File: src/rtl/bdq_pkg.sv
// ----------------------------------------------------------------------------
// bdq_pkg
// Types and codes shared by the bounded deque controller, datapath and checker.
// ----------------------------------------------------------------------------
package bdq_pkg;

	localparam int OPCODE_W = 3;
	localparam int VALUE_W  = 32;
	localparam int STATUS_W = 2;
	localparam int COUNT_W  = 7;

	typedef enum logic [OPCODE_W-1:0] {
		OP_PUSH_FRONT = 3'd0,
		OP_POP_FRONT  = 3'd1,
		OP_PUSH_BACK  = 3'd2,
		OP_POP_BACK   = 3'd3,
		OP_SEARCH     = 3'd4
	} opcode_t;

	typedef enum logic [STATUS_W-1:0] {
		STAT_DONE  = 2'd0,
		STAT_FULL  = 2'd1,
		STAT_EMPTY = 2'd2
	} status_t;

	typedef enum logic {
		S_IDLE,
		S_SEARCH
	} state_t;

	typedef struct packed {
		logic    push_front;
		logic    pop_front;
		logic    push_back;
		logic    pop_back;
		logic    start;
		logic    issue;
		logic    load_out;
		logic    res_found;
		status_t res_status;
	} cmd_t;

	typedef struct packed {
		logic full;
		logic empty;
		logic more;
		logic hit;
		logic tail;
	} sts_t;

endpackage

File: src/rtl/bdq_if.sv
// ----------------------------------------------------------------------------
// bdq_if
// Request and response channels of the bounded deque, valid/ready handshake.
// ----------------------------------------------------------------------------
interface bdq_req_if;
	logic                               valid;
	logic                               ready;
	logic [bdq_pkg::OPCODE_W-1:0]       opcode;
	logic signed [bdq_pkg::VALUE_W-1:0] value;

	modport source (output valid, output opcode, output value, input ready);
	modport sink   (input valid, input opcode, input value, output ready);
endinterface

interface bdq_rsp_if;
	logic                         valid;
	logic                         ready;
	logic                         found;
	logic [bdq_pkg::STATUS_W-1:0] status;
	logic [bdq_pkg::COUNT_W-1:0]  count;

	modport source (output valid, output found, output status, output count, input ready);
	modport sink   (input valid, input found, input status, input count, output ready);
endinterface

File: src/rtl/bdq_ctrl.sv
// ----------------------------------------------------------------------------
// bdq_ctrl
// Controller: decodes each request, sequences the search walk and owns the
// response valid flag.
// ----------------------------------------------------------------------------
module bdq_ctrl (
	input  logic                         clk,
	input  logic                         arst_n,
	input  logic                         req_valid,
	input  logic [bdq_pkg::OPCODE_W-1:0] req_opcode,
	output logic                         req_ready,
	input  logic                         rsp_ready,
	output logic                         rsp_valid,
	input  bdq_pkg::sts_t                sts,
	output bdq_pkg::cmd_t                cmd
);

	bdq_pkg::state_t state_q, state_nxt;
	logic            out_vld_q;
	logic            accept;

	always_ff @(posedge clk or negedge arst_n) begin
		if (!arst_n) begin
			state_q   <= bdq_pkg::S_IDLE;
			out_vld_q <= 1'b0;
		end else begin
			state_q <= state_nxt;
			if (cmd.load_out) begin
				out_vld_q <= 1'b1;
			end else if (rsp_ready) begin
				out_vld_q <= 1'b0;
			end
		end
	end

	assign req_ready = (state_q == bdq_pkg::S_IDLE) && (!out_vld_q || rsp_ready);
	assign accept    = req_valid && req_ready;
	assign rsp_valid = out_vld_q;

	always_comb begin
		state_nxt      = state_q;
		cmd            = '0;
		cmd.res_status = bdq_pkg::STAT_DONE;
		case (state_q)
			bdq_pkg::S_IDLE: begin
				if (accept) begin
					cmd.load_out = 1'b1;
					case (req_opcode)
						bdq_pkg::OP_PUSH_FRONT: begin
							if (sts.full) cmd.res_status = bdq_pkg::STAT_FULL;
							else          cmd.push_front = 1'b1;
						end
						bdq_pkg::OP_POP_FRONT: begin
							if (sts.empty) cmd.res_status = bdq_pkg::STAT_EMPTY;
							else           cmd.pop_front = 1'b1;
						end
						bdq_pkg::OP_PUSH_BACK: begin
							if (sts.full) cmd.res_status = bdq_pkg::STAT_FULL;
							else          cmd.push_back = 1'b1;
						end
						bdq_pkg::OP_POP_BACK: begin
							if (sts.empty) cmd.res_status = bdq_pkg::STAT_EMPTY;
							else           cmd.pop_back = 1'b1;
						end
						bdq_pkg::OP_SEARCH: begin
							if (!sts.empty) begin
								cmd.load_out = 1'b0;
								cmd.start    = 1'b1;
								state_nxt    = bdq_pkg::S_SEARCH;
							end
						end
						default: begin
						end
					endcase
				end
			end
			bdq_pkg::S_SEARCH: begin
				if (sts.hit) begin
					cmd.load_out  = 1'b1;
					cmd.res_found = 1'b1;
					state_nxt     = bdq_pkg::S_IDLE;
				end else if (sts.tail) begin
					cmd.load_out = 1'b1;
					state_nxt    = bdq_pkg::S_IDLE;
				end else begin
					cmd.issue = sts.more;
				end
			end
			default: begin
				state_nxt = bdq_pkg::S_IDLE;
			end
		endcase
	end

endmodule

File: src/rtl/bdq_dp.sv
// ----------------------------------------------------------------------------
// bdq_dp
// Datapath: ring store, front pointer, fill count, search read pipeline and
// response payload register.
// ----------------------------------------------------------------------------
module bdq_dp #(
	parameter int DEPTH = 64
) (
	input  logic                                clk,
	input  logic                                arst_n,
	input  logic signed [bdq_pkg::VALUE_W-1:0]  value,
	input  bdq_pkg::cmd_t                       cmd,
	output bdq_pkg::sts_t                       sts,
	output logic                                found,
	output logic [bdq_pkg::STATUS_W-1:0]        status,
	output logic [bdq_pkg::COUNT_W-1:0]         count
);

	localparam int AW = (DEPTH > 1) ? $clog2(DEPTH) : 1;
	localparam int CW = $clog2(DEPTH + 1);
	localparam logic [AW-1:0] LAST_IDX = AW'(DEPTH - 1);
	localparam logic [CW-1:0] DEPTH_C  = CW'(DEPTH);
	localparam logic [CW:0]   DEPTH_W  = (CW + 1)'(DEPTH);

	logic [bdq_pkg::VALUE_W-1:0] mem [DEPTH];

	logic [AW-1:0]               front_q;
	logic [CW-1:0]               fill_q;
	logic [AW-1:0]               rd_ptr_q;
	logic [CW-1:0]               issued_q;
	logic [bdq_pkg::VALUE_W-1:0] key_q;
	logic [bdq_pkg::VALUE_W-1:0] rd_data_s1;
	logic                        vld_s1;
	logic                        last_s1;

	logic [AW-1:0]               front_dec;
	logic [AW-1:0]               front_inc;
	logic [AW-1:0]               rd_inc;
	logic [CW:0]                 back_sum;
	logic [AW-1:0]               back_idx;
	logic [CW-1:0]               fill_nxt;
	logic [CW+bdq_pkg::COUNT_W-1:0] fill_ext;

	assign front_dec = (front_q == '0) ? LAST_IDX : front_q - AW'(1);
	assign front_inc = (front_q == LAST_IDX) ? '0 : front_q + AW'(1);
	assign rd_inc    = (rd_ptr_q == LAST_IDX) ? '0 : rd_ptr_q + AW'(1);
	assign back_sum  = {1'b0, fill_q} + (CW + 1)'(front_q);
	assign back_idx  = (back_sum >= DEPTH_W) ? AW'(back_sum - DEPTH_W) : AW'(back_sum);

	always_comb begin
		fill_nxt = fill_q;
		if (cmd.push_front || cmd.push_back) begin
			fill_nxt = fill_q + CW'(1);
		end else if (cmd.pop_front || cmd.pop_back) begin
			fill_nxt = fill_q - CW'(1);
		end
	end

	assign fill_ext = {{bdq_pkg::COUNT_W{1'b0}}, fill_nxt};

	always_ff @(posedge clk) begin
		if (cmd.push_front) begin
			mem[front_dec] <= value;
		end else if (cmd.push_back) begin
			mem[back_idx] <= value;
		end
		if (cmd.issue) begin
			rd_data_s1 <= mem[rd_ptr_q];
		end
	end

	always_ff @(posedge clk or negedge arst_n) begin
		if (!arst_n) begin
			front_q  <= '0;
			fill_q   <= '0;
			rd_ptr_q <= '0;
			issued_q <= '0;
			vld_s1   <= 1'b0;
			last_s1  <= 1'b0;
		end else begin
			fill_q <= fill_nxt;
			if (cmd.push_front) begin
				front_q <= front_dec;
			end else if (cmd.pop_front) begin
				front_q <= front_inc;
			end
			vld_s1 <= cmd.issue;
			if (cmd.start) begin
				rd_ptr_q <= front_q;
				issued_q <= '0;
			end else if (cmd.issue) begin
				rd_ptr_q <= rd_inc;
				issued_q <= issued_q + CW'(1);
				last_s1  <= (issued_q == fill_q - CW'(1));
			end
		end
	end

	always_ff @(posedge clk) begin
		if (cmd.start) begin
			key_q <= value;
		end
		if (cmd.load_out) begin
			found  <= cmd.res_found;
			status <= cmd.res_status;
			count  <= fill_ext[bdq_pkg::COUNT_W-1:0];
		end
	end

	assign sts.full  = (fill_q == DEPTH_C);
	assign sts.empty = (fill_q == '0);
	assign sts.more  = (issued_q < fill_q);
	assign sts.hit   = vld_s1 && (rd_data_s1 == key_q);
	assign sts.tail  = vld_s1 && last_s1;

endmodule

File: src/rtl/bounded_deque_with_search.sv
// ----------------------------------------------------------------------------
// bounded_deque_with_search
// Bounded double-ended queue of signed 32-bit values with front-to-back search.
//
//   channel  role   handshake     payload
//   req      sink   valid/ready   opcode[2:0], value[31:0] signed
//   rsp      source valid/ready   found, status[1:0], count[6:0]
//
// For push, pop, unused opcodes and search of an empty queue the response is
// valid in the cycle after the request is taken.
// Search reads the entries from front to back up to the first match, at most
// DEPTH of them; the single read port of the ring store sets one entry a cycle.
// Reset empties the queue at once; the store itself is not cleared.
// req is taken when idle and the response register is empty or being taken.
// ----------------------------------------------------------------------------
module bounded_deque_with_search #(
	parameter int DEPTH = 64
) (
	input  logic      clk,
	input  logic      arst_n,
	bdq_req_if.sink   req,
	bdq_rsp_if.source rsp
);

	bdq_pkg::cmd_t cmd;
	bdq_pkg::sts_t sts;

	bdq_ctrl u_ctrl (
		.clk        (clk),
		.arst_n     (arst_n),
		.req_valid  (req.valid),
		.req_opcode (req.opcode),
		.req_ready  (req.ready),
		.rsp_ready  (rsp.ready),
		.rsp_valid  (rsp.valid),
		.sts        (sts),
		.cmd        (cmd)
	);

	bdq_dp #(
		.DEPTH (DEPTH)
	) u_dp (
		.clk    (clk),
		.arst_n (arst_n),
		.value  (req.value),
		.cmd    (cmd),
		.sts    (sts),
		.found  (rsp.found),
		.status (rsp.status),
		.count  (rsp.count)
	);

endmodule

File: src/flat_wrapper.sv
// flat-port wrapper written by rule: the top's interface ports become plain ports
module bounded_deque_with_search_flat 
#(
	parameter int DEPTH = 64
)
  (clk, arst_n, req_valid, req_opcode, req_value, req_ready, rsp_valid, rsp_found, rsp_status, rsp_count, rsp_ready);
  bdq_req_if req_i ();
  bdq_rsp_if rsp_i ();
  input  logic clk;
  input  logic arst_n;
  input wire logic [$bits(req_i.valid)-1:0] req_valid;
  input wire logic [$bits(req_i.opcode)-1:0] req_opcode;
  input wire logic [$bits(req_i.value)-1:0] req_value;
  output wire logic [$bits(req_i.ready)-1:0] req_ready;
  output wire logic [$bits(rsp_i.valid)-1:0] rsp_valid;
  output wire logic [$bits(rsp_i.found)-1:0] rsp_found;
  output wire logic [$bits(rsp_i.status)-1:0] rsp_status;
  output wire logic [$bits(rsp_i.count)-1:0] rsp_count;
  input wire logic [$bits(rsp_i.ready)-1:0] rsp_ready;
  assign req_i.valid = req_valid;
  assign req_i.opcode = req_opcode;
  assign req_i.value = req_value;
  assign req_ready = req_i.ready;
  assign rsp_valid = rsp_i.valid;
  assign rsp_found = rsp_i.found;
  assign rsp_status = rsp_i.status;
  assign rsp_count = rsp_i.count;
  assign rsp_i.ready = rsp_ready;
  bounded_deque_with_search #(.DEPTH(DEPTH)) u_core (.clk(clk), .arst_n(arst_n), .req(req_i), .rsp(rsp_i));
endmodule
File: config.mk
export PLATFORM = sky130hd
export DESIGN_NAME = bounded_deque_with_search_flat
export DESIGN_NICKNAME = d
export VERILOG_FILES = /design/src/rtl/bdq_pkg.sv /design/src/rtl/bdq_if.sv /design/src/rtl/bdq_ctrl.sv /design/src/rtl/bdq_dp.sv /design/src/rtl/bounded_deque_with_search.sv /design/src/flat_wrapper.sv
export SDC_FILE = /design/constraint.sdc
export NUM_CORES = 2
export LEC_CHECK = 0
export BUFFER_PORTS_ARGS = -buffer_cell sky130_fd_sc_hd__buf_2
export CORE_MARGIN = 2
export CORE_UTILIZATION = 63
export DETAILED_ROUTE_END_ITERATION = 7
export MAX_ROUTING_LAYER = met4
export PLACE_DENSITY = 0.89
export SETUP_SLACK_MARGIN = 0.4
export SYNTH_ARGS = -nofsm -noshare
export SYNTH_HDL_FRONTEND = slang
export SYNTH_SLANG_ARGS = --single-unit
export TNS_END_PERCENT = 10
File: constraint.sdc
create_clock -name clk -period 6.93 [get_ports clk]
set_input_delay 0.693 -clock clk [delete_from_list [all_inputs] [get_ports clk]]
set_output_delay 0.693 -clock clk [all_outputs]
set_load 0.005 [all_outputs]
---- Word-level counts from Yosys, hierarchy flattened ----
Memories as Yosys holds them, arrays and structs flattened. A register that Yosys moved wholly into a read port is not among the register bits.
Cells that the tools add are included.
storage, ports and cells
  RAM bits ................................ 2048
  memories ................................ 1
  input bits .............................. 39
  logic and storage cells ................. 102
  bits in registers ....................... 72
operators by class
  order comparisons ....................... 2
  reductions and logical operators ........ 19
  bitwise operators ....................... 3
  $add $sub $neg .......................... 8
  muxes and demuxes ....................... 48
  eq/ne operators ......................... 9
memory list
  name             words  bits a word  read ports  clocked after Yosys merged registers in  write ports  RTL line      source
  u_core.u_dp.mem  64     32           1           1                                        1            bdq_dp.sv:25  logic [bdq_pkg::VALUE_W-1:0] mem [DEPTH];
operators with widths
  kind                                                                   count
  6-bit two-way mux                                                      9
  32-bit == test                                                         1
  32-bit two-way mux                                                     1
  32-bit OR reduction                                                    1
  1-bit two-way mux                                                      28
  7-bit two-way mux                                                      4
  7-bit by 1-bit adder with 7-bit output, second input constant          2
  6-bit by 1-bit adder with 6-bit output, second input constant          2
  6-bit == test, second input constant                                   2
  6-bit by 1-bit subtractor with 6-bit output, second input constant     2
  5-bit two-way mux                                                      2
  7-bit by 6-bit adder with 8-bit output                                 1
  8-bit by 7-bit >= comparator with 1-bit output, second input constant  1
  7-bit == test                                                          1
  7-bit == test, second input constant                                   1
  7-bit zero test                                                        1
  7-bit less-than comparator                                             1
  7-bit by 1-bit subtractor with 7-bit output, second input constant     1
  3-bit by 2-bit == test with 1-bit output, second input constant        2
  6-bit zero test                                                        1
  2-bit nonzero test                                                     3
  2-bit OR reduction                                                     3
  1-bit logical AND                                                      4
  1-bit case mux with 2 select lines                                     2
  9 further kinds                                                        13

---- Longest topological paths before layout ----
  depth in word-level cells ............... 11
  mapped depth ............................ 11
  mapped depth without buffers ............ 10

---- Cells and area by module ----
From an unflattened synthesis, not the netlist that was laid out.
second synthesis, totals
  cell total of the unflattened synthesis .. 3780
  area, all modules ....................... 83443.8 µm²
modules (own cells, without submodules)
  module    cells each  area each (µm²)  instances  seq. area each (µm²)
  bdq_dp    3749        83186.0          1          64421.8
  bdq_ctrl  31          257.7            1          50.0

---- Least setup slack after synthesis ----
Ideal clock, no wire load.
  path type ............................... in2reg
  from .................................... input port req_opcode[0]
  to ...................................... memory u_core.u_dp.mem[10][0] (netlist bit), enable pin
  stages .................................. 7
  arrival ................................. 4509 ps
  setup time .............................. 461 ps
  data required time ...................... 6469 ps
  path slack .............................. 1960 ps
  path through ............................ clkbuf_1 -> nor4_2 -> nand3_2 -> mux2_2 -> or2_2 -> clkbuf_1 -> nor3_1
on the way
  word-level cells in the longest chain between the ends .. 9
  elaborated cells on any way between the ends .. 14
  classes of those cells .................. eq/ne (1); mux (11); reduce/logical (2)
RTL lines
  what                                                                            RTL line            source
  from (decl)                                                                     flat_wrapper.sv:12  input wire logic [$bits(req_i.opcode)-1:0] req_opcode;
  3-bit by 2-bit == test with 1-bit output                                        bdq_ctrl.sv:48      case (req_opcode)
  1-bit two-way mux                                                               bdq_ctrl.sv:48
  5-bit two-way mux (*)                                                           bdq_ctrl.sv:46      if (accept) begin
  5-bit two-way mux (*)                                                           bdq_ctrl.sv:44      case (state_q)
  1-bit two-way mux                                                               bdq_dp.sv:64        end else if (cmd.push_back) begin
  1-bit two-way mux                                                               bdq_dp.sv:62        if (cmd.push_front) begin
  1-bit two-way mux (not written as such)                                         bdq_dp.sv:65        mem[back_idx] <= value;
  32-bit OR reduction (no source line)                                            n/a
  6-bit two-way mux (no source line) / 1-bit two-way mux (equally long branches)  n/a
  to (decl)                                                                       bdq_dp.sv:25
Mark *: on every way between the ends. The rest lies on a longest branch, timed or not.

---- Final worst setup path ----
  from .................................... register u_core.u_dp.front_q[0]
  to ...................................... memory u_core.u_dp.mem[25][18] (netlist bit), enable pin
on the way
  word-level cells in the longest chain between the ends .. 4
  elaborated cells on any way between the ends .. 8
  classes of those cells .................. add/sub (3); order compare (1); mux (3); reduce/logical (1)
RTL lines
  what                                                                                                                  RTL line      source
  from (decl)                                                                                                           bdq_dp.sv:27  logic [AW-1:0] front_q;
  from (signal assigned)                                                                                                bdq_dp.sv:83  front_q <= front_dec;
  from (signal assigned)                                                                                                bdq_dp.sv:85  front_q <= front_inc;
  7-bit by 6-bit adder with 8-bit output                                                                                bdq_dp.sv:47  assign back_sum = {1'b0, fill_q} + (CW + 1)'(front_q);
  8-bit by 7-bit >= comparator with 1-bit output / 6-bit by 1-bit subtractor with 6-bit output (equally long branches)  bdq_dp.sv:48  assign back_idx = (back_sum >= DEPTH_W) ? AW'(back_sum - DEPTH_W) : AW'(back_sum);
  6-bit two-way mux                                                                                                     bdq_dp.sv:48
  6-bit two-way mux (no source line) (*)                                                                                n/a
Marked as above.

==> flow_summary.ini <==
[synthesis]
post-synth-top-count-cell = edfxtp_1
ys_top_cells_by_count = edfxtp_1 (2122), mux4_2 (671), clkbuf_1 (113)
synth_edf_count = 2122
yosys_warnings = 0
synth_area_leaders = edfxtp_1 (77%), mux4_2 (18%), dfrtp_1 (0.91%)
synth_nets = 3433
synthCells = 3374
synth_top_area_share_pct = 77.0
synth-seq-area-share_pct = 77.9
synthFlopType = edfxtp_1
synth.ff_latch_count = 2152
synth_cell_types = 58
async_reset_ff_share_pct = 1.39
synth_area_um2 = 82700
synth_area_leader_cell = edfxtp_1
synth_area_per_cell_um2 = 24.5

[placement]
io_buffers = 50
dp_hpwl_um = 114000
post_dp_cell_area_um2 = 85700
gp_congestion = 0.892
place_inst = 5091

[worst_setup_path]
crit_path_start_kind = flip-flop
rrSetupSlack_ns = 2.27
r2r-end = u_core.u_dp.mem[25][18]
r2r-start = u_core.u_dp.front_q[0]
worstPathArrival_ns = 5.09
worstSetupPathType = flip-flop to flip-flop
end_kind = flip-flop
r2r_cells = 9
cp.required_ns = 7.36
cp_max_fo = 32

[floorplan]
initial_utilization_pct = 63.7
die_y_um = 366
io_pins = 51
die_x_um = 366
core_um2 = 130000
dieArea_um2 = 134000
rows = 132

[drt]
met2WireLength_um = 116000
routedLengthMet1_um = 74800
finalWirelength_um = 234000
route.met3.wl_um = 28600
num_vias = 42100
routedWlPerCell_um = 42.8
dr.pass1.iters = 6
ant_nets = 0
post_drt_via_cell_ratio = 7.69
drc_errors = 0
drt_iter0_drc = 8135
top_layer = met4

[power_and_ir_drop]
p_leak_uw = 0.0286
p_total_uw = 36800
powerDensity_nw_per_um2 = 398
peakVddDrop_mv = 0.400

[timing]
fin_worst_skew_ns = 0.0467
setup_viol = 0
period_needed_ns = 4.66
worst_pin_slew_ns = 1.41
tns_ns = 0
fin_crit_sh_pct = 67.3
hold_viol_final = 0
fmax_mhz = 214
rsz0062_at_grt = no
slew_headroom_pct = 6.20
final_max_slew_viol_count = 0

[clocking]
path_clk_slew_ns = 0.07
cts_tree = done
h-tree-depth = 4
clkSinkCount = 2152
clk_path_buf_depth = 3
cts_made_buffers = 199
clock_latency_ns = 0.86
cts_root_buf = clkbuf_16
cts_setup_buffers = 0

[global_routing]
globalRouteTotalUtil_pct = 36.6
antenna_found_initial = 17
grt_remaining_overflow = 0
grt_pass1_wl_um = 329000
grt_pass1_vias = 41800
grt_max_degree = 157

[layout]
register_area_um2 = 64500
finalNonFillerCells = 5473
drive_gt1_share_pct = 31.9
multi_input_area_um2 = 17800
finalNetCount = 3610
fillers = 6643
syn2layout_area_growth_pct = 11.6
final_util_pct = 71.0
stdcell_area_um2 = 92300

[min_path]
hold_class = primary input to flip-flop
hp-start = req_opcode[0]
hold_path_end = u_core.u_dp.fill_q[6]
min_path_cells = 2

[run_status]
status = complete, no violations

[flow_run]
maxCapViolCount = 0
[state kept, by name, summed over array words and instances (netlist names), 2 cells and up]
name	cells
u_core.u_dp.fill_q	7
u_core.u_dp.rd_data_s1	32
u_core.u_dp.count	7
u_core.u_dp.front_q	6
u_core.u_dp.issued_q	7
u_core.u_dp.status	2
u_core.u_dp.rd_ptr_q	6
u_core.u_dp.mem	2048
u_core.u_dp.key_q	32
[cells by family after synthesis]
logic type               share of synthesized area [%]
AND/OR/NAND/NOR                                   1.23
flip-flops                                        77.9
adder cells (fa/ha/maj)                          0.311
XOR/XNOR                                         0.550
multiplexers                                      18.4
AO/OA/AOI/OAI                                    0.570
buffers and inverters                             1.02
[report_power, final]
| group | switching [µW] | total [µW] | internal, µW |
|---|---|---|---|
| combinational | 5560 | 10200 | 4610 |
| clock | 4990 | 11500 | 6460 |
| sequential | 493 | 15100 | 14600 |
[worst max-delay path, cell delays in order, from the launching register on]
cell and delay [ns]:
dfrtp_1 0.48, ha_1 0.30, fa_1 0.44, a21o_1 0.19
a21oi_1 0.23, xnor2_1 0.17, mux2_2 0.25, nand2b_1 0.56
nand2b_1 0.52, nor2_4 1.10
[layout make-up]
type,count,area share [%]
inverter,22,0.0894
antenna,13,0.0352
multi-input combinational,1026,19.3
clock buffer,239,5.67
tap,1742,2.36
timing repair buffer,150,1.22
clock inverter,129,1.53
sequential,2152,69.8
[worst max-delay path by stage]
| stage | start | end | slack [ns] |
|---|---|---|---|
| floorplan | req_opcode[0] | u_core.u_dp.mem[10][0] | 1.96 |
| global placement | req_opcode[0] | u_core.u_dp.mem[25][11] | 2.70 |
| detailed placement | req_opcode[0] | u_core.u_dp.mem[25][22] | 2.50 |
| CTS | u_core.u_dp.front_q[1] | u_core.u_dp.mem[25][18] | 2.39 |
| global route | u_core.u_dp.fill_q[2] | u_core.u_dp.mem[19][3] | 2.16 |
| finish | u_core.u_dp.front_q[0] | u_core.u_dp.mem[25][18] | 2.27 |
[stage by stage]
step / hold slack (ns) / worst slack, ns
floorplan: 0.397 / 1.96
global placement: 0.464 / 2.70
detailed placement: 0.479 / 2.50
CTS: 0.172 / 2.39
global route: 0.236 / 2.16
finish: 0.239 / 2.27
[placed cells by master (no fill, tap or decap), types with 23 or more instances in the layout]
cell / synthesis / routed
xor2_1: 33 / 33
buf_4: 4 / 89
nor3_2: 0 / 58
mux4_2: 671 / 671
buf_2: 36 / 50
dfrtp_1: 30 / 24
clkbuf_16: 0 / 203
clkbuf_1: 113 / 34
bufinv_16: 0 / 29
nand2_1: 29 / 29
clkinv_2: 0 / 31
edfxtp_1: 2122 / 2122
clkinv_1: 1 / 50
nand3_1: 23 / 23
[repair_timing]
action | in CTS | in global routing
gates resized for setup | 0 | 0
hold endpoints to repair | 30 | 0
setup endpoints to repair | 0 | 0
hold buffers | 1 | 0
[layer usage]
| metal | GRT usage [%] | vias up |
|---|---|---|
| met3 | 8.27 | 894 |
| met5 | - | - |
| met1 | 46.2 | 21900 |
| met2 | 57.4 | 4333 |
| met4 | 17.7 | 0 |
| li1 | - | 15000 |
Note: power is estimated with default switching activity, not from simulation.
